===== src/sv/breath_pressure_alarm_monitor_core_macros.svh =====
// ---------------------------------------------------------------------------
// Breath pressure alarm monitor - assertion macros
// Clocked property helpers used by the top level for its assertions.
// ---------------------------------------------------------------------------
`ifndef BREATH_PRESSURE_ALARM_MONITOR_CORE_MACROS_SVH
`define BREATH_PRESSURE_ALARM_MONITOR_CORE_MACROS_SVH

// Property must hold at every rising edge outside reset.
`define BPAM_ASSERT(lbl, clk, rst_n, prop, msg) \
  lbl: assert property (@(posedge clk) disable iff (!rst_n) prop) \
    else $error(msg);

// Condition must never be seen at a rising edge outside reset.
`define BPAM_ASSERT_NEVER(lbl, clk, rst_n, cond, msg) \
  `BPAM_ASSERT(lbl, clk, rst_n, !(cond), msg)

`endif


===== src/sv/bpam_pkg.sv =====
// ---------------------------------------------------------------------------
// Breath pressure alarm monitor - package
// Shared constants, register indexes, alarm codes, structs and helpers.
// ---------------------------------------------------------------------------
package bpam_pkg;

  localparam int TRACK_FRACTION_BITS = 16;
  localparam int Q78_SHIFT           = 8;

  localparam int CFG_IDX_W  = 3;
  localparam int CFG_DATA_W = 16;

  // Register indexes
  localparam logic [CFG_IDX_W-1:0] REG_ATTACK    = 3'd0;
  localparam logic [CFG_IDX_W-1:0] REG_RELEASE   = 3'd1;
  localparam logic [CFG_IDX_W-1:0] REG_NO_CYCLE  = 3'd2;
  localparam logic [CFG_IDX_W-1:0] REG_LOW_LIMIT = 3'd3;
  localparam logic [CFG_IDX_W-1:0] REG_HIGH_LIMIT= 3'd4;
  localparam logic [CFG_IDX_W-1:0] REG_MIN_SWING = 3'd5;
  localparam logic [CFG_IDX_W-1:0] REG_HOLDOFF   = 3'd6;

  // Register reset values
  localparam logic [15:0]        ATTACK_RST     = 16'd59299;
  localparam logic [15:0]        RELEASE_RST    = 16'd65492;
  localparam logic [15:0]        NO_CYCLE_RST   = 16'd1000;
  localparam logic signed [15:0] LOW_LIMIT_RST  = 16'sd512;
  localparam logic signed [15:0] HIGH_LIMIT_RST = 16'sd10240;
  localparam logic [15:0]        MIN_SWING_RST  = 16'd768;
  localparam logic [15:0]        HOLDOFF_RST    = 16'd500;

  // Display and last-sample reset values, Q7.8 (25 and 10 cm H2O)
  localparam logic signed [15:0] PEAK_SHOWN_RST   = 16'sd6400;
  localparam logic signed [15:0] TROUGH_SHOWN_RST = 16'sd2560;
  localparam int                 TROUGH_TRACK_CM  = 100;

  typedef enum logic [1:0] {
    ALARM_CLEAR    = 2'd0,
    ALARM_NO_CYCLE = 2'd1,
    ALARM_LOW      = 2'd2,
    ALARM_HIGH     = 2'd3
  } alarm_e;

  typedef struct packed {
    logic [15:0]        attack;
    logic [15:0]        rel_coef;
    logic [15:0]        no_cycle_limit;
    logic signed [15:0] low_limit;
    logic signed [15:0] high_limit;
    logic [15:0]        min_swing;
    logic [15:0]        holdoff;
  } cfg_t;

  // Tracker stage state seen by the alarm stage
  typedef struct packed {
    logic signed [31:0] peak_track;
    logic signed [31:0] trough_track;
    logic [15:0]        since_peak;
    logic [15:0]        since_trough;
    logic signed [15:0] peak_shown;
    logic signed [15:0] trough_shown;
    logic               inhaling;
    logic               breath_done;
    logic [15:0]        breath_len;
  } track_t;

  typedef struct packed {
    alarm_e             alarm_kind;
    logic signed [15:0] alarm_level;
    logic signed [15:0] peak_display;
    logic signed [15:0] trough_display;
    logic               inhaling;
    logic               breath_done;
    logic [15:0]        breath_period;
  } res_t;

  function automatic logic [15:0] inc_sat(input logic [15:0] v);
    return (v == 16'hFFFF) ? v : v + 16'd1;
  endfunction

  // floor((shown + sample + 1) / 2)
  function automatic logic signed [15:0] smooth(input logic signed [15:0] shown,
                                                input logic signed [15:0] sample);
    logic signed [16:0] sum;
    sum = 17'(shown) + 17'(sample) + 17'sd1;
    return 16'(sum >>> 1);
  endfunction

endpackage


===== src/sv/bpam_alarm.sv =====
// ---------------------------------------------------------------------------
// Breath pressure alarm monitor - alarm stage
// Startup holdoff, prioritised alarm latch and the result register.
// ---------------------------------------------------------------------------
module bpam_alarm #(
  parameter int TRACK_FRACTION_BITS = bpam_pkg::TRACK_FRACTION_BITS
) (
  input  logic             clk_i,
  input  logic             rst_ni,
  input  logic             fire_i,
  input  bpam_pkg::track_t track_i,
  input  bpam_pkg::cfg_t   cfg_i,
  output bpam_pkg::res_t   res_o
);

  localparam int SCALE = TRACK_FRACTION_BITS - bpam_pkg::Q78_SHIFT;

  function automatic logic signed [15:0] to_q78(input logic signed [31:0] t);
    logic signed [31:0] sh;
    sh = t >>> SCALE;
    if (sh[31:15] != {17{sh[31]}}) begin
      return sh[31] ? 16'sh8000 : 16'sh7FFF;
    end
    return $signed(sh[15:0]);
  endfunction

  bpam_pkg::alarm_e   kind_q, kind_d;
  logic signed [15:0] level_q, level_d;
  logic               on_q, on_d;
  logic [15:0]        holdoff_q, holdoff_d;

  logic signed [15:0] peak_disp_q, trough_disp_q;
  logic               inhaling_q, done_q;
  logic [15:0]        period_q;

  logic signed [34:0] pk2, tr3;
  logic signed [33:0] swing, swing_min;
  logic signed [31:0] low_lim, high_lim;
  logic               ratio_bad, swing_bad, stall, no_cycle;

  always_comb begin
    pk2       = 35'(track_i.peak_track) <<< 1;
    tr3       = 35'(track_i.trough_track) + (35'(track_i.trough_track) <<< 1);
    swing     = 34'(track_i.peak_track) - 34'(track_i.trough_track);
    swing_min = $signed({2'b00, 32'(cfg_i.min_swing) << SCALE});
    low_lim   = 32'(cfg_i.low_limit) <<< SCALE;
    high_lim  = 32'(cfg_i.high_limit) <<< SCALE;

    ratio_bad = (track_i.trough_track > 32'sd0) && (pk2 < tr3);
    swing_bad = swing < swing_min;
    stall     = (track_i.since_peak > cfg_i.no_cycle_limit) ||
                (track_i.since_trough > cfg_i.no_cycle_limit);
    no_cycle  = stall || ratio_bad || swing_bad;

    kind_d    = kind_q;
    level_d   = level_q;
    on_d      = on_q;
    holdoff_d = holdoff_q;
    if (on_q) begin
      if (no_cycle) begin
        kind_d  = bpam_pkg::ALARM_NO_CYCLE;
        level_d = '0;
      end else if (track_i.trough_track < low_lim) begin
        kind_d  = bpam_pkg::ALARM_LOW;
        level_d = to_q78(track_i.trough_track);
      end else if (track_i.peak_track > high_lim) begin
        kind_d  = bpam_pkg::ALARM_HIGH;
        level_d = to_q78(track_i.peak_track);
      end
    end else if (holdoff_q > cfg_i.holdoff) begin
      on_d      = 1'b1;
      holdoff_d = '0;
    end else begin
      holdoff_d = bpam_pkg::inc_sat(holdoff_q);
    end
  end

  always_ff @(posedge clk_i or negedge rst_ni) begin
    if (!rst_ni) begin
      kind_q    <= bpam_pkg::ALARM_CLEAR;
      level_q   <= '0;
      on_q      <= 1'b0;
      holdoff_q <= '0;
    end else if (fire_i) begin
      kind_q    <= kind_d;
      level_q   <= level_d;
      on_q      <= on_d;
      holdoff_q <= holdoff_d;
    end
  end

  // Result payload copy, no reset
  always_ff @(posedge clk_i) begin
    if (fire_i) begin
      peak_disp_q   <= track_i.peak_shown;
      trough_disp_q <= track_i.trough_shown;
      inhaling_q    <= track_i.inhaling;
      done_q        <= track_i.breath_done;
      period_q      <= track_i.breath_len;
    end
  end

  assign res_o = '{
    alarm_kind:     kind_q,
    alarm_level:    level_q,
    peak_display:   peak_disp_q,
    trough_display: trough_disp_q,
    inhaling:       inhaling_q,
    breath_done:    done_q,
    breath_period:  period_q
  };

endmodule


===== config.mk =====
export PLATFORM = sky130hd
export DESIGN_NAME = bpam_alarm
export DESIGN_NICKNAME = d
export VERILOG_FILES = /design/src/sv/breath_pressure_alarm_monitor_core_macros.svh /design/src/sv/bpam_pkg.sv /design/src/sv/bpam_alarm.sv
export SDC_FILE = /design/constraint.sdc
export NUM_CORES = 1
export LEC_CHECK = 0
export BUFFER_PORTS_ARGS = -buffer_cell sky130_fd_sc_hd__buf_4
export CAP_MARGIN = 5
export CORE_UTILIZATION = 54
export CTS_BUF_LIST = sky130_fd_sc_hd__clkbuf_8
export CTS_CLUSTER_DIAMETER = 50
export CTS_CLUSTER_SIZE = 30
export DETAILED_ROUTE_END_ITERATION = 8
export PLACE_DENSITY = 0.82
export SETUP_SLACK_MARGIN = 0.02
export SLEW_MARGIN = 20
export SYNTH_ARGS = -nofsm -noshare
export SYNTH_HDL_FRONTEND = slang
export SYNTH_SLANG_ARGS = --single-unit

===== constraint.sdc =====
create_clock -name clk_i -period 4.3 [get_ports clk_i]
set_input_delay 0.215 -clock clk_i [delete_from_list [all_inputs] [get_ports clk_i]]
set_output_delay 0.215 -clock clk_i [all_outputs]
set_load 0.01 [all_outputs]

==> results of run 1 <==
## worst register-to-register path, cell delays in order (launching register included)
cell                       delay, ns
sky130_fd_sc_hd__dfrtp_1        0.44
sky130_fd_sc_hd__ha_1           0.31
sky130_fd_sc_hd__a21o_1         0.16
sky130_fd_sc_hd__a21o_1         0.17
sky130_fd_sc_hd__a21o_1         0.18
sky130_fd_sc_hd__a21o_1         0.18
sky130_fd_sc_hd__a21o_1         0.17
sky130_fd_sc_hd__a21o_1         0.19
sky130_fd_sc_hd__a221oi_1       0.56
sky130_fd_sc_hd__nor2_1         0.23
sky130_fd_sc_hd__o21ai_0        0.70
sky130_fd_sc_hd__o311ai_0       0.24
sky130_fd_sc_hd__nand2_1        0.11
## cell usage after synthesis (23+ instances only)
cell type                  number
sky130_fd_sc_hd__a21o_1        54
sky130_fd_sc_hd__nand4_1       41
sky130_fd_sc_hd__a211oi_1      23
sky130_fd_sc_hd__ha_1         218
sky130_fd_sc_hd__nand2_1       72
sky130_fd_sc_hd__o21ai_0       72
sky130_fd_sc_hd__inv_1        138
sky130_fd_sc_hd__nor2_1        59
sky130_fd_sc_hd__dfrtp_1       35
sky130_fd_sc_hd__xnor2_1       29
sky130_fd_sc_hd__a21oi_1      103
sky130_fd_sc_hd__edfxtp_1      50
## sequential cells by signal, summed over array words and instances, names as in the netlist
signal,cells
level_q,16
period_q,16
peak_disp_q,16
holdoff_q,16
inhaling_q,1
trough_disp_q,16
kind_q,2
on_q,1
done_q,1
## per-layer routing
| metal | share of wire (%) | wire length [µm] | up-vias | global-route usage [%] |
|---|---|---|---|---|
| met5 | 0 | 0 | - | 0 |
| met4 | 3.2 | 1201 | 0 | 13.13 |
| met3 | 7.4 | 2773 | 92 | 5.609 |
| met2 | 50 | 18790 | 565 | 67.58 |
| met1 | 39 | 14540 | 5350 | 43.21 |
| li1 | - | - | 5450 | - |
## cells by family after synthesis
logic type	after synthesis
AOI/OAI and AO/OA	382
xor gates and xnor gates	51
adders and majority gates	219
buffers and inverters	162
DFF	85
muxes	2
and+or+nand+nor	295
## per-stage QoR
step	hold slack [ns]	util (%)	setup TNS (ns)	setup slack, ns
final	0.01699	80.08	-10.10	-0.5814
after global routing	0.003680	80.08	-12.23	-0.7005
after CTS	0.003935	78.72	-8.074	-0.4756
after detailed placement	0.1905	76.30	-20.01	-1.135
after global placement	0.1893	76.30	-17.83	-1.000
after floorplan	-0.08059	-	-6.912	-0.4356
## path summary, 6_finish.rpt
check / from / end / slack (ns) / cells past startpoint
setup / recovery: track_i[87] / level_q[11] / -0.58 / 27
hold / removal: track_i[28] / trough_disp_q[10] / 0.02 / 1
setup reg to reg: holdoff_q[9] / holdoff_q[12] / 0.61 / 12
hold reg to reg: level_q[3] / level_q[3] / 0.50 / 1
max in group asynchronous: rst_ni / holdoff_q[11] / 3.62 / 2
min in group asynchronous: rst_ni / holdoff_q[4] / 0.34 / 2
## cell type report
type	instances	share of cell area, %
multi-input cells	949	50.91
repair buffers	509	26.28
flip-flops and latches	85	15.92
inverters	138	3.587
well taps	234	1.961
clock buffers	9	0.8297
clock inverters	7	0.5029
## what timing repair did
action,in CTS,in global routing
endpoints found under the setup margin,18,18
pin swaps,24,51
cloned,1,1
hold endpoints to repair,35,0
setup buffers,6,9
hold buffers,1,0
gates resized for setup,41,38
## cell usage in the layout, fill, tap and decap left out, types with 5 or more instances in the layout
| cell type | count |
|---|---|
| sky130_fd_sc_hd__buf_4 | 498 |
| sky130_fd_sc_hd__ha_1 | 208 |
| sky130_fd_sc_hd__inv_1 | 134 |
| sky130_fd_sc_hd__a21oi_1 | 92 |
| sky130_fd_sc_hd__nand2_1 | 71 |
| sky130_fd_sc_hd__o21ai_0 | 64 |
| sky130_fd_sc_hd__nor2_1 | 57 |
| sky130_fd_sc_hd__a21o_1 | 54 |
| sky130_fd_sc_hd__edfxtp_1 | 50 |
| sky130_fd_sc_hd__nand4_1 | 41 |
| sky130_fd_sc_hd__dfrtp_1 | 35 |
| sky130_fd_sc_hd__xnor2_1 | 28 |
| sky130_fd_sc_hd__xor2_1 | 22 |
| sky130_fd_sc_hd__nand3_1 | 21 |
| sky130_fd_sc_hd__a211oi_1 | 21 |
| sky130_fd_sc_hd__nor3_1 | 20 |
| sky130_fd_sc_hd__a31oi_1 | 19 |
| sky130_fd_sc_hd__o21a_1 | 17 |
| sky130_fd_sc_hd__a32o_1 | 14 |
| sky130_fd_sc_hd__or3_1 | 12 |
| sky130_fd_sc_hd__a21oi_2 | 11 |
| sky130_fd_sc_hd__nand2b_1 | 11 |
| sky130_fd_sc_hd__nor2b_1 | 11 |
| sky130_fd_sc_hd__o21ai_1 | 10 |
| sky130_fd_sc_hd__nor4_1 | 10 |
| sky130_fd_sc_hd__o211ai_1 | 9 |
| sky130_fd_sc_hd__clkbuf_8 | 9 |
| sky130_fd_sc_hd__ha_4 | 8 |
| sky130_fd_sc_hd__o21bai_1 | 7 |
| sky130_fd_sc_hd__or2_2 | 6 |
| sky130_fd_sc_hd__and3_1 | 5 |
| sky130_fd_sc_hd__o21ai_2 | 5 |
| sky130_fd_sc_hd__a211o_1 | 5 |
## report_power, final
group | switching, mW | internal, mW
registers | 0.0522 | 0.935
logic | 0.897 | 0.882
clock network | 0.303 | 0.273
total | 1.25 | 2.09
==> summary.md, run 1 <==
| Metric | Value |
|---|---|
| Syn avg cell area | about 8.6 µm² |
| Leakage power total | 7.690 nW |
| Std-Cell Rows | 50 |
| Path type of the worst min-delay path | input port to register |
| Pin slew with the least headroom to its limit | between 0.9 and 1 ns |
| NumNets Final | 2172 |
| Most area-consuming cells after synthesis | sky130_fd_sc_hd__ha_1 27%, sky130_fd_sc_hd__edfxtp_1 15%, sky130_fd_sc_hd__dfrtp_1 8.5% |
| Maximum achievable frequency | approximately 200 MHz |
| Number of nets produced by synthesis | 1676 |
| Number of hold-slack violations in the final timing report | 0 |
| Multiplexer share of the synthesized area | 0.2198% |
| Area growth, synth to finish | 45.73% |
| Synthesized cell area | between 0.01 and 0.015 mm² |
| Number of DRC violations after detailed-routing iteration 0 | 816 |
| Buffers plus inverters on the worst setup path | 4 |
| TritonCTS Sinks | 85 |
| Post-synthesis sequential element count | 85 |
| Sequential cell area | between 0.002 and 0.0025 mm² |
| Overall die width | between 100 and 150 µm |
| Maximum fanout encountered on the critical timing path | 8 |
| Routed wire per std cell | approximately 19 µm |
| Count of antenna-violating nets left after detailed routing | 0 |
| Fraction of the mapped netlist area in simple logic gates | 14.61% |
| CTS tree | built |
| Post-CTS clock slew at the launch and capture registers of the worst setup and hold paths | 0.10 ns |
| Post-place instance area | between 0.01 and 0.015 mm² |
| Sequential element share of the synthesized area | between 20% and 30% |
| Startpoint kind of the worst setup timing path | input port |
| Via density | ~6 |
| Share of synthesized cell area in full adder, half adder and majority cells | between 20% and 30% |
| Data required time of the critical path | between 4 and 5 ns |
| RSZ-0062 raised after global routing | true |
| Final worst setup slack | -0.5814 ns |
| Maximum number of pins on one net before global-route repair | 55 |
| Total Die Area | a little under 0.02 mm² |
| Failing checks | setup timing |
| Largest buffer count on any clock path | 2 |
| Number of flops mapped to enable cells by yosys | 50 |
| IR Drop Worst-Case VDD | 0.1395 mV |
| Die extent in y | between 100 and 150 µm |
| Via count of the first global-routing pass | ~11000 |
| Cell count after synthesis | between 1000 and 1500 |
| Delay of the slowest cell on the worst path | about 0.56 ns |
| Yosys warns | 0 |
| Fill cell count | between 1000 and 1500 |
| Number of antenna repair diodes | 0 |
| Async S/R FF share, synth | roughly 41% |
| Largest family of logic cells by synthesized area | adder cells |
| Global router's overall resource usage | a little under two fifths |
| Crit path DAT | slightly above 5 ns |
| Number of maximum-capacitance constraint violations | 0 |
| Final number of max-transition violations | 0 |
| Wire length of the first global-routing pass | ~57 mm |
| GPL Wtd Cong | just over 1 |
| Status | finished, violations left |
| Clock buffers created by TritonCTS | 9 |
| Parity-gate share of the synthesized area counting xor and xnor cells | 4.360% |
| Final cycle utilization of the critical path | 113.5% |
| Dominant delay contributor by cell family on the critical path | compound AO/OA/AOI/OAI gates |
| Count of buffers from port buffering | just under 300 |
| Critical-path top delay cell | sky130_fd_sc_hd__or4b_4 |
| Ratio of cells with drive above 1 in the final layout | 35.53% |
| Setup-violating endpoint count in the final report | 18 |
| Final Cell Area | around 0.015 mm² |
| Worst skew pair latency | approximately 0.37 ns |
| Number of instances in the placed design | about 1900 |
| DRC errors left | 0 |
| Count of placed standard cells in the final layout, fillers left out | just under 2000 |
| Tightest slew margin relative to the limit | about a third |
| Total core area | ~0.019 mm² |
| Crit end category | register |
| Cell chosen for the clock root | sky130_fd_sc_hd__clkbuf_8 |
| Min Tclk post-route | 4.881 ns |
| Placed wire-length estimate after detailed placement | 31.01 mm |
| Number of H-tree levels | 3 |
| Compound-cell area share of the yosys netlist | 24.57% |
| Initial antenna violation count | 0 |
| Pwr dens | 223.9 mW/mm² |
| Starting density of the core | 54.95% |
| # IOs | roughly 330 |
| Drt first pass iters | 5 |
| Wirelength, routed | roughly 37 mm |
| Maximum clock skew at final layout | a little over 0.01 ns |
| Worst Setup Path Type | input port to register |
| Top cell type's share of synthesized area | between 20% and 30% |
| Netlist cell types | 70 |
| Post-synthesis cell type with the largest combined area | sky130_fd_sc_hd__ha_1 |
| Total Power Consumption | approximately 3.3 mW |
| Most common flop cell mapped by yosys | sky130_fd_sc_hd__edfxtp_1 |
| Footprint of the multi-input gates | 0.007601 mm² |
| Detailed-route via count | between 10000 and 15000 |
| Global route total overflow | 0 |
| Critical Path Most Common Cell | sky130_fd_sc_hd__o21ai_2 |
Note: power is estimated with default switching activity, not from simulation.
==> run 2, diff against run 1 <==
--- a/config.mk
+++ b/config.mk
@@ -5,9 +5,10 @@
 export SDC_FILE = /design/constraint.sdc
 export NUM_CORES = 1
 export LEC_CHECK = 0
+export ABC_AREA = 1
 export BUFFER_PORTS_ARGS = -buffer_cell sky130_fd_sc_hd__buf_4
 export CAP_MARGIN = 5
-export CORE_UTILIZATION = 54
+export CORE_UTILIZATION = 55
 export CTS_BUF_LIST = sky130_fd_sc_hd__clkbuf_8
 export CTS_CLUSTER_DIAMETER = 50
 export CTS_CLUSTER_SIZE = 30
==> constraint.sdc (replaced) <==
create_clock -name clk_i -period 5.5 [get_ports clk_i]
set_input_delay 0.275 -clock clk_i [delete_from_list [all_inputs] [get_ports clk_i]]
set_output_delay 0.275 -clock clk_i [all_outputs]
set_load 0.01 [all_outputs]
==> summary.md, run 2 <==
| Metric | Value |
|---|---|
| Status | finished clean |
| Startpoint kind of the worst setup timing path | input port |
| Number of maximum-capacitance constraint violations | 0 |
| Initial antenna violation count | 3 |
| Netlist cell types | 50 |
| Std-Cell Rows | 52 |
| Area growth, synth to finish | 23.61% |
| Count of placed standard cells in the final layout, fillers left out | approximately 2200 |
| Sequential element share of the synthesized area | roughly a fifth |
| Via count of the first global-routing pass | roughly 11000 |
| Pre-CTS worst setup slack | approximately 0.4 ns |
| Post-CTS setup buffer count | 0 |
| Post-synthesis sequential element count | 85 |
| Largest buffer count on any clock path | 2 |
| Yosys warns | 0 |
| Post-CTS clock slew at the launch and capture registers of the worst setup and hold paths | 0.09 ns |
| Number of instances in the placed design | between 2000 and 2500 |
| IR Drop Worst-Case VDD | ~0.094 mV |
| Crit path DAT | roughly 5.1 ns |
| Routed wire per std cell | between 15 and 20 µm |
| Synthesized cell area | 0.01141 mm² |
| Leakage power total | slightly below 8 nW |
| Wire length of the first global-routing pass | around 56 mm |
| Die extent in y | 146.0 µm |
| Drt first pass iters | 5 |
| GPL Wtd Cong | 0.9416 |
| TritonCTS Sinks | 85 |
| Maximum fanout encountered on the critical timing path | 19 |
| Final setup TNS | 0 ns |
| Wirelength, routed | 35.42 mm |
| Starting density of the core | between 50% and 60% |
| RSZ-0062 raised after global routing | false |
| # IOs | between 300 and 400 |
| Number of nets produced by synthesis | between 2000 and 2500 |
| Most common flop cell mapped by yosys | sky130_fd_sc_hd__edfxtp_1 |
| Share of the core filled with cells in the final layout | roughly 69% |
| Maximum number of pins on one net before global-route repair | between 50 and 60 |
| Delay of the slowest cell on the worst path | around 0.5 ns |
| Async S/R FF share, synth | about 41% |
| Worst skew pair latency | 0.36 ns |
| Count of buffers from port buffering | around 300 |
| Syn avg cell area | 6.862 µm² |
| Pin slew with the least headroom to its limit | slightly above 1 ns |
| Detailed-route via count | ~12000 |
| NumNets Final | 2435 |
| Most common cell after layout, fill and taps aside | sky130_fd_sc_hd__nand2_1 |
| Min Tclk post-route | around 4.8 ns |
| Placed wire-length estimate after detailed placement | between 30 and 40 mm |
| Number of hold-slack violations in the final timing report | 0 |
| Setup-violating endpoint count in the final report | 0 |
| Number of DRC violations after detailed-routing iteration 0 | about 700 |
| Pwr dens | about 190 mW/mm² |
| DRC errors left | 0 |
| Crit end category | register |
| Most area-consuming cells after synthesis | sky130_fd_sc_hd__ha_1 24%, sky130_fd_sc_hd__nand2_1 14%, sky130_fd_sc_hd__edfxtp_1 13% |
| Overall die width | between 100 and 150 µm |
| Post-synthesis cell type with the largest combined area | sky130_fd_sc_hd__ha_1 |
| Total Die Area | roughly 0.021 mm² |
| Ratio of cells with drive above 1 in the final layout | 18.27% |
| CTS tree | built |
| Via density | between 5 and 6 |
| Maximum clock skew at final layout | roughly 0.015 ns |
| Leading cell types in the layout, fill and taps excluded | 430 x sky130_fd_sc_hd__nand2_1, 296 x sky130_fd_sc_hd__buf_4, 279 x sky130_fd_sc_hd__inv_1 |
| Number of flops mapped to enable cells by yosys | 50 |
| Number of H-tree levels | 3 |
| Global route total overflow | 0 |
| Final cycle utilization of the critical path | a little under nine tenths |
| Maximum achievable frequency | about 210 MHz |
| Final worst setup slack | around 0.75 ns |
| Total core area | about 0.020 mm² |
| Cell chosen for the clock root | sky130_fd_sc_hd__clkbuf_8 |
| Critical-path top delay cell | sky130_fd_sc_hd__fa_1 |
| Critical Path Most Common Cell | sky130_fd_sc_hd__nand2_1 |
| Path type of the worst min-delay path | input port to register |
| Most frequent cells after synthesis | 430 x sky130_fd_sc_hd__nand2_1, 279 x sky130_fd_sc_hd__inv_1, 218 x sky130_fd_sc_hd__ha_1 |
| Final number of max-transition violations | 0 |
| Most frequent cell after synthesis | sky130_fd_sc_hd__nand2_1 |
| Count of antenna-violating nets left after detailed routing | 0 |
| Top cell type's share of synthesized area | approximately a quarter |
| Cell count after synthesis | between 1500 and 2000 |
| Global router's overall resource usage | between 30% and 40% |
| Worst Setup Path Type | input port to register |
| Clock buffers created by TritonCTS | 9 |
| Tightest slew margin relative to the limit | 32.17% |
| Data required time of the critical path | roughly 5.8 ns |
==> run 2: layer usage <==
layer / routed length [µm] / global-route usage (%)
met1: 14440 / 40.19
met2: 16660 / 57.42
met3: 2799 / 6.031
met4: 1519 / 14.27
met5: 0 / 0
==> run 2: worst max-delay path: cells and delay by family <==
| kind | cells | cell delay [ns] |
|---|---|---|
| simple gates | 15 | 2.04 |
| compound gates | 7 | 1.46 |
| fa+ha+maj | 2 | 0.76 |
| buf+inv | 4 | 0.33 |
| xor+xnor | 1 | 0.17 |
==> run 2: per-stage QoR <==
step	hold slack (ns)	cell area [µm²]	total power, mW
after global routing	0.06148	14100	2.945
after floorplan	-0.02059	11410	1.746
final	0.08370	14100	2.727
after detailed placement	0.2734	13880	2.261
after CTS	0.06875	14100	2.720
after global placement	0.2689	13880	2.216
==> run 2: final timing paths <==
kind	from	to	slack [ns]	depth (start not counted)
min in group asynchronous	rst_ni	holdoff_q[7]	0.40	2
min reg2reg	kind_q[0]	kind_q[0]	0.49	2
max in group asynchronous	rst_ni	kind_q[0]	4.75	2
max reg2reg	holdoff_q[3]	holdoff_q[0]	2.41	12
max	track_i[83]	level_q[1]	0.75	29
min	track_i[46]	peak_disp_q[12]	0.08	1
==> run 2: area by class of cell <==
cell class	instances	area (µm²)
antenna	3	7.507
clock buffer	9	123.9
clock inverter	7	81.33
fill	1820	6195
inverter	283	1062
multi-input combinational	1279	7883
sequential	85	2377
tap	270	337.8
timing repair buffer	297	2232
==> run 2: kinds of logic after synthesis <==
| group | Yosys count | synth area share, % |
|---|---|---|
| AND/OR/NAND/NOR | 756 | 28.51 |
| adder cells (fa/ha/maj) | 219 | 24.08 |
| buffers and inverters | 299 | 10.09 |
| AO/OA/AOI/OAI | 252 | 12.50 |
| XOR/XNOR | 52 | 3.991 |
| flip-flops | 85 | 20.83 |
==> run 2: what timing repair did <==
action | 4_1_cts | 5_1_grt
hold buffers | 1 | 0
endpoints found under the hold margin | 35 | 0
gates resized for setup | 0 | 0
==> run 2: power by group <==
| group | internal (mW) | switching [mW] | total [mW] |
|---|---|---|---|
| registers | 0.770 | 0.0726 | 0.843 |
| clock network | 0.217 | 0.239 | 0.456 |
| logic | 0.575 | 0.853 | 1.43 |
| total | 1.56 | 1.16 | 2.73 |
==> run 3, diff against run 2 <==
--- a/config.mk
+++ b/config.mk
@@ -5,15 +5,14 @@
 export SDC_FILE = /design/constraint.sdc
 export NUM_CORES = 1
 export LEC_CHECK = 0
-export ABC_AREA = 1
 export BUFFER_PORTS_ARGS = -buffer_cell sky130_fd_sc_hd__buf_4
 export CAP_MARGIN = 5
-export CORE_UTILIZATION = 55
+export CORE_UTILIZATION = 49
 export CTS_BUF_LIST = sky130_fd_sc_hd__clkbuf_8
 export CTS_CLUSTER_DIAMETER = 50
 export CTS_CLUSTER_SIZE = 30
 export DETAILED_ROUTE_END_ITERATION = 8
-export PLACE_DENSITY = 0.82
+export PLACE_DENSITY = 0.78
 export SETUP_SLACK_MARGIN = 0.02
 export SLEW_MARGIN = 20
 export SYNTH_ARGS = -nofsm -noshare
==> constraint.sdc (replaced) <==
create_clock -name clk_i -period 4.2 [get_ports clk_i]
set_input_delay 0.21 -clock clk_i [delete_from_list [all_inputs] [get_ports clk_i]]
set_output_delay 0.21 -clock clk_i [all_outputs]
set_load 0.01 [all_outputs]
==> summary.md, run 3 (synthesis results as in run 1) <==
| Metric | Value |
|---|---|
| Hold slack | ~0.019 ns |
| Initial antenna violation count | 0 |
| IR Drop Worst-Case VDD | about 0.18 mV |
| Number of antenna repair diodes | 0 |
| Most common cell after layout, fill and taps aside | sky130_fd_sc_hd__buf_4 |
| Std-Cell Rows | between 50 and 60 |
| Maximum clock skew at final layout | about 0.025 ns |
| Final number of max-transition violations | 0 |
| Maximum number of pins on one net before global-route repair | 55 |
| Failing checks | setup timing |
| Area growth, synth to finish | 44.41% |
| Wirelength, routed | ~35 mm |
| Number of DRC violations after detailed-routing iteration 0 | roughly 520 |
| Share of the core filled with cells in the final layout | between 70% and 80% |
| Worst Setup Path Type | input port to register |
| Tightest slew margin relative to the limit | about a third |
| Placed wire-length estimate after detailed placement | 30.11 mm |
| Detailed-route via count | approximately 11000 |
| Startpoint kind of the worst setup timing path | input port |
| Crit end category | register |
| Post-place instance area | approximately 0.014 mm² |
| Routed wire per std cell | 17.97 µm |
| Count of antenna-violating nets left after detailed routing | 0 |
| Pin slew with the least headroom to its limit | roughly 1.0 ns |
| Global route total overflow | 0 |
| Overall die width | roughly 150 µm |
| Wire length of the first global-routing pass | about 56 mm |
| Total core area | ~0.020 mm² |
| Min Tclk post-route | a little under 5 ns |
| Total Die Area | 0.02149 mm² |
| Number of H-tree levels | 3 |
| Final worst setup slack | -0.7421 ns |
| Data required time of the critical path | approximately 4.5 ns |
| Cell chosen for the clock root | sky130_fd_sc_hd__clkbuf_8 |
| Crit path DAT | between 5 and 6 ns |
| Largest buffer count on any clock path | 2 |
| Maximum achievable frequency | roughly 200 MHz |
| Global router's overall resource usage | ~33% |
| Number of hold-slack violations in the final timing report | 0 |
| Post-CTS clock slew at the launch and capture registers of the worst setup and hold paths | between 0.1 and 0.15 ns |
| Starting density of the core | between 50% and 60% |
| Leading cell types in the layout, fill and taps excluded | 501 x sky130_fd_sc_hd__buf_4, 212 x sky130_fd_sc_hd__ha_1, 135 x sky130_fd_sc_hd__inv_1 |
| Launch instance of the worst min-delay path | track_i[40] |
| Path type of the worst min-delay path | input port to register |
| Number of maximum-capacitance constraint violations | 0 |
| CTS tree | built |
| Clock buffers created by TritonCTS | 9 |
| Drt first pass iters | 5 |
| Count of buffers from port buffering | ~300 |
| Maximum fanout encountered on the critical timing path | 8 |
| Leakage power total | 7.652 nW |
| Worst skew pair latency | 0.36 ns |
| Status | finished, violations left |
| Total Power Consumption | ~3.3 mW |
| Via density | roughly 5.7 |
| Setup-violating endpoint count in the final report | 18 |
| Die extent in y | roughly 150 µm |
| Pwr dens | around 220 mW/mm² |
| Final cycle utilization of the critical path | 117.7% |
| Pre-CTS worst setup slack | -1.276 ns |
| RSZ-0062 raised after global routing | true |
| NumNets Final | 2171 |
| Via count of the first global-routing pass | 11190 |
| Ratio of cells with drive above 1 in the final layout | between 30% and 40% |
| # IOs | approximately 330 |
| DRC errors left | 0 |
| Reg-to-reg startpoint | holdoff_q[9] |
| GPL Wtd Cong | just under 1 |
| Final Cell Area | roughly 0.015 mm² |
| Start point of the critical path | track_i[87] |
| TritonCTS Sinks | 85 |
==> run 3: cell types whose count changed in the layout (fill, tap and decap cells not counted), sizes merged, moves of 45 or more <==
cell,change
nor2,-75
nand3,-65
buf,+209
inv,-145
a21o,+45
nand2,-381
==> run 3: layout make-up <==
type	instances	area [µm²]
multi-input cells	949	7487
fillers	1545	5570
repair buffers	508	3877
flip-flops and latches	85	2377
inverters	138	533.0
well taps	270	337.8
clock buffers	9	123.9
clock inverters	7	57.56
==> run 3: worst paths after layout <==
path                                  end  slack, ns  depth (start not counted)
max                            level_q[7]      -0.74                         26
min                        peak_disp_q[6]       0.02                          1
max reg2reg                  holdoff_q[3]       0.60                         12
min reg2reg                   level_q[12]       0.51                          1
max in group asynchronous    holdoff_q[7]       3.52                          2
min in group asynchronous     level_q[10]       0.34                          2
==> run 3: report_power, final <==
| group | leakage [nW] | switching, mW | internal (mW) |
|---|---|---|---|
| clock | 0.0894 | 0.319 | 0.222 |
| combinational | 6.60 | 0.883 | 0.883 |
| sequential | 0.964 | 0.0490 | 0.957 |
==> run 3: timing repair <==
item,4_1_cts,5_1_grt
endpoints found under the hold margin,35,1
pin swaps,13,9
cloned,1,0
buffers inserted,7,2
gates resized for setup,31,18
hold buffers,1,1
setup endpoints to repair,18,18
==> run 3: metal layers <==
layer  global-route usage [%]  wire (µm)  vias up  part of all wire, %
met4                    14.06       1464        0                  4.1
met1                    40.81      14510     5185                   41
met2                    55.92      17160      456                   49
met5                        0          0        -                    0
met3                    3.938       2192       87                  6.2
li1                         -          -     5445                    -
==> run 3: critical path, cell delays in order <==
cell,delay [ns]
sky130_fd_sc_hd__buf_12,0.10
sky130_fd_sc_hd__inv_12,0.03
sky130_fd_sc_hd__ha_4,0.24
sky130_fd_sc_hd__a21oi_4,0.13
sky130_fd_sc_hd__nor2b_2,0.07
sky130_fd_sc_hd__or4b_4,0.55
sky130_fd_sc_hd__o21ai_4,0.24
sky130_fd_sc_hd__o21ai_2,0.10
sky130_fd_sc_hd__o21a_1,0.23
sky130_fd_sc_hd__a2111oi_4,0.22
sky130_fd_sc_hd__o21ai_2,0.13
sky130_fd_sc_hd__a31oi_2,0.18
sky130_fd_sc_hd__buf_4,0.14
sky130_fd_sc_hd__xor2_1,0.06
sky130_fd_sc_hd__ha_1,0.31
sky130_fd_sc_hd__nand4_1,0.13
sky130_fd_sc_hd__or2_4,0.29
sky130_fd_sc_hd__or3_4,0.35
sky130_fd_sc_hd__nor4_4,0.26
sky130_fd_sc_hd__a311oi_2,0.16
sky130_fd_sc_hd__a211oi_2,0.27
sky130_fd_sc_hd__nand2_1,0.13
sky130_fd_sc_hd__nor2_2,0.13
sky130_fd_sc_hd__a221o_2,0.23
sky130_fd_sc_hd__clkbuf_16,0.17
sky130_fd_sc_hd__a32o_1,0.14
==> run 3: through the flow <==
step                std cells  setup TNS (ns)
CTS                      1963          -10.46
finish                   1966          -12.72
floorplan                1196          -8.622
detailed placement       1938          -22.67
global placement         1938          -18.48
global route             1966          -18.26
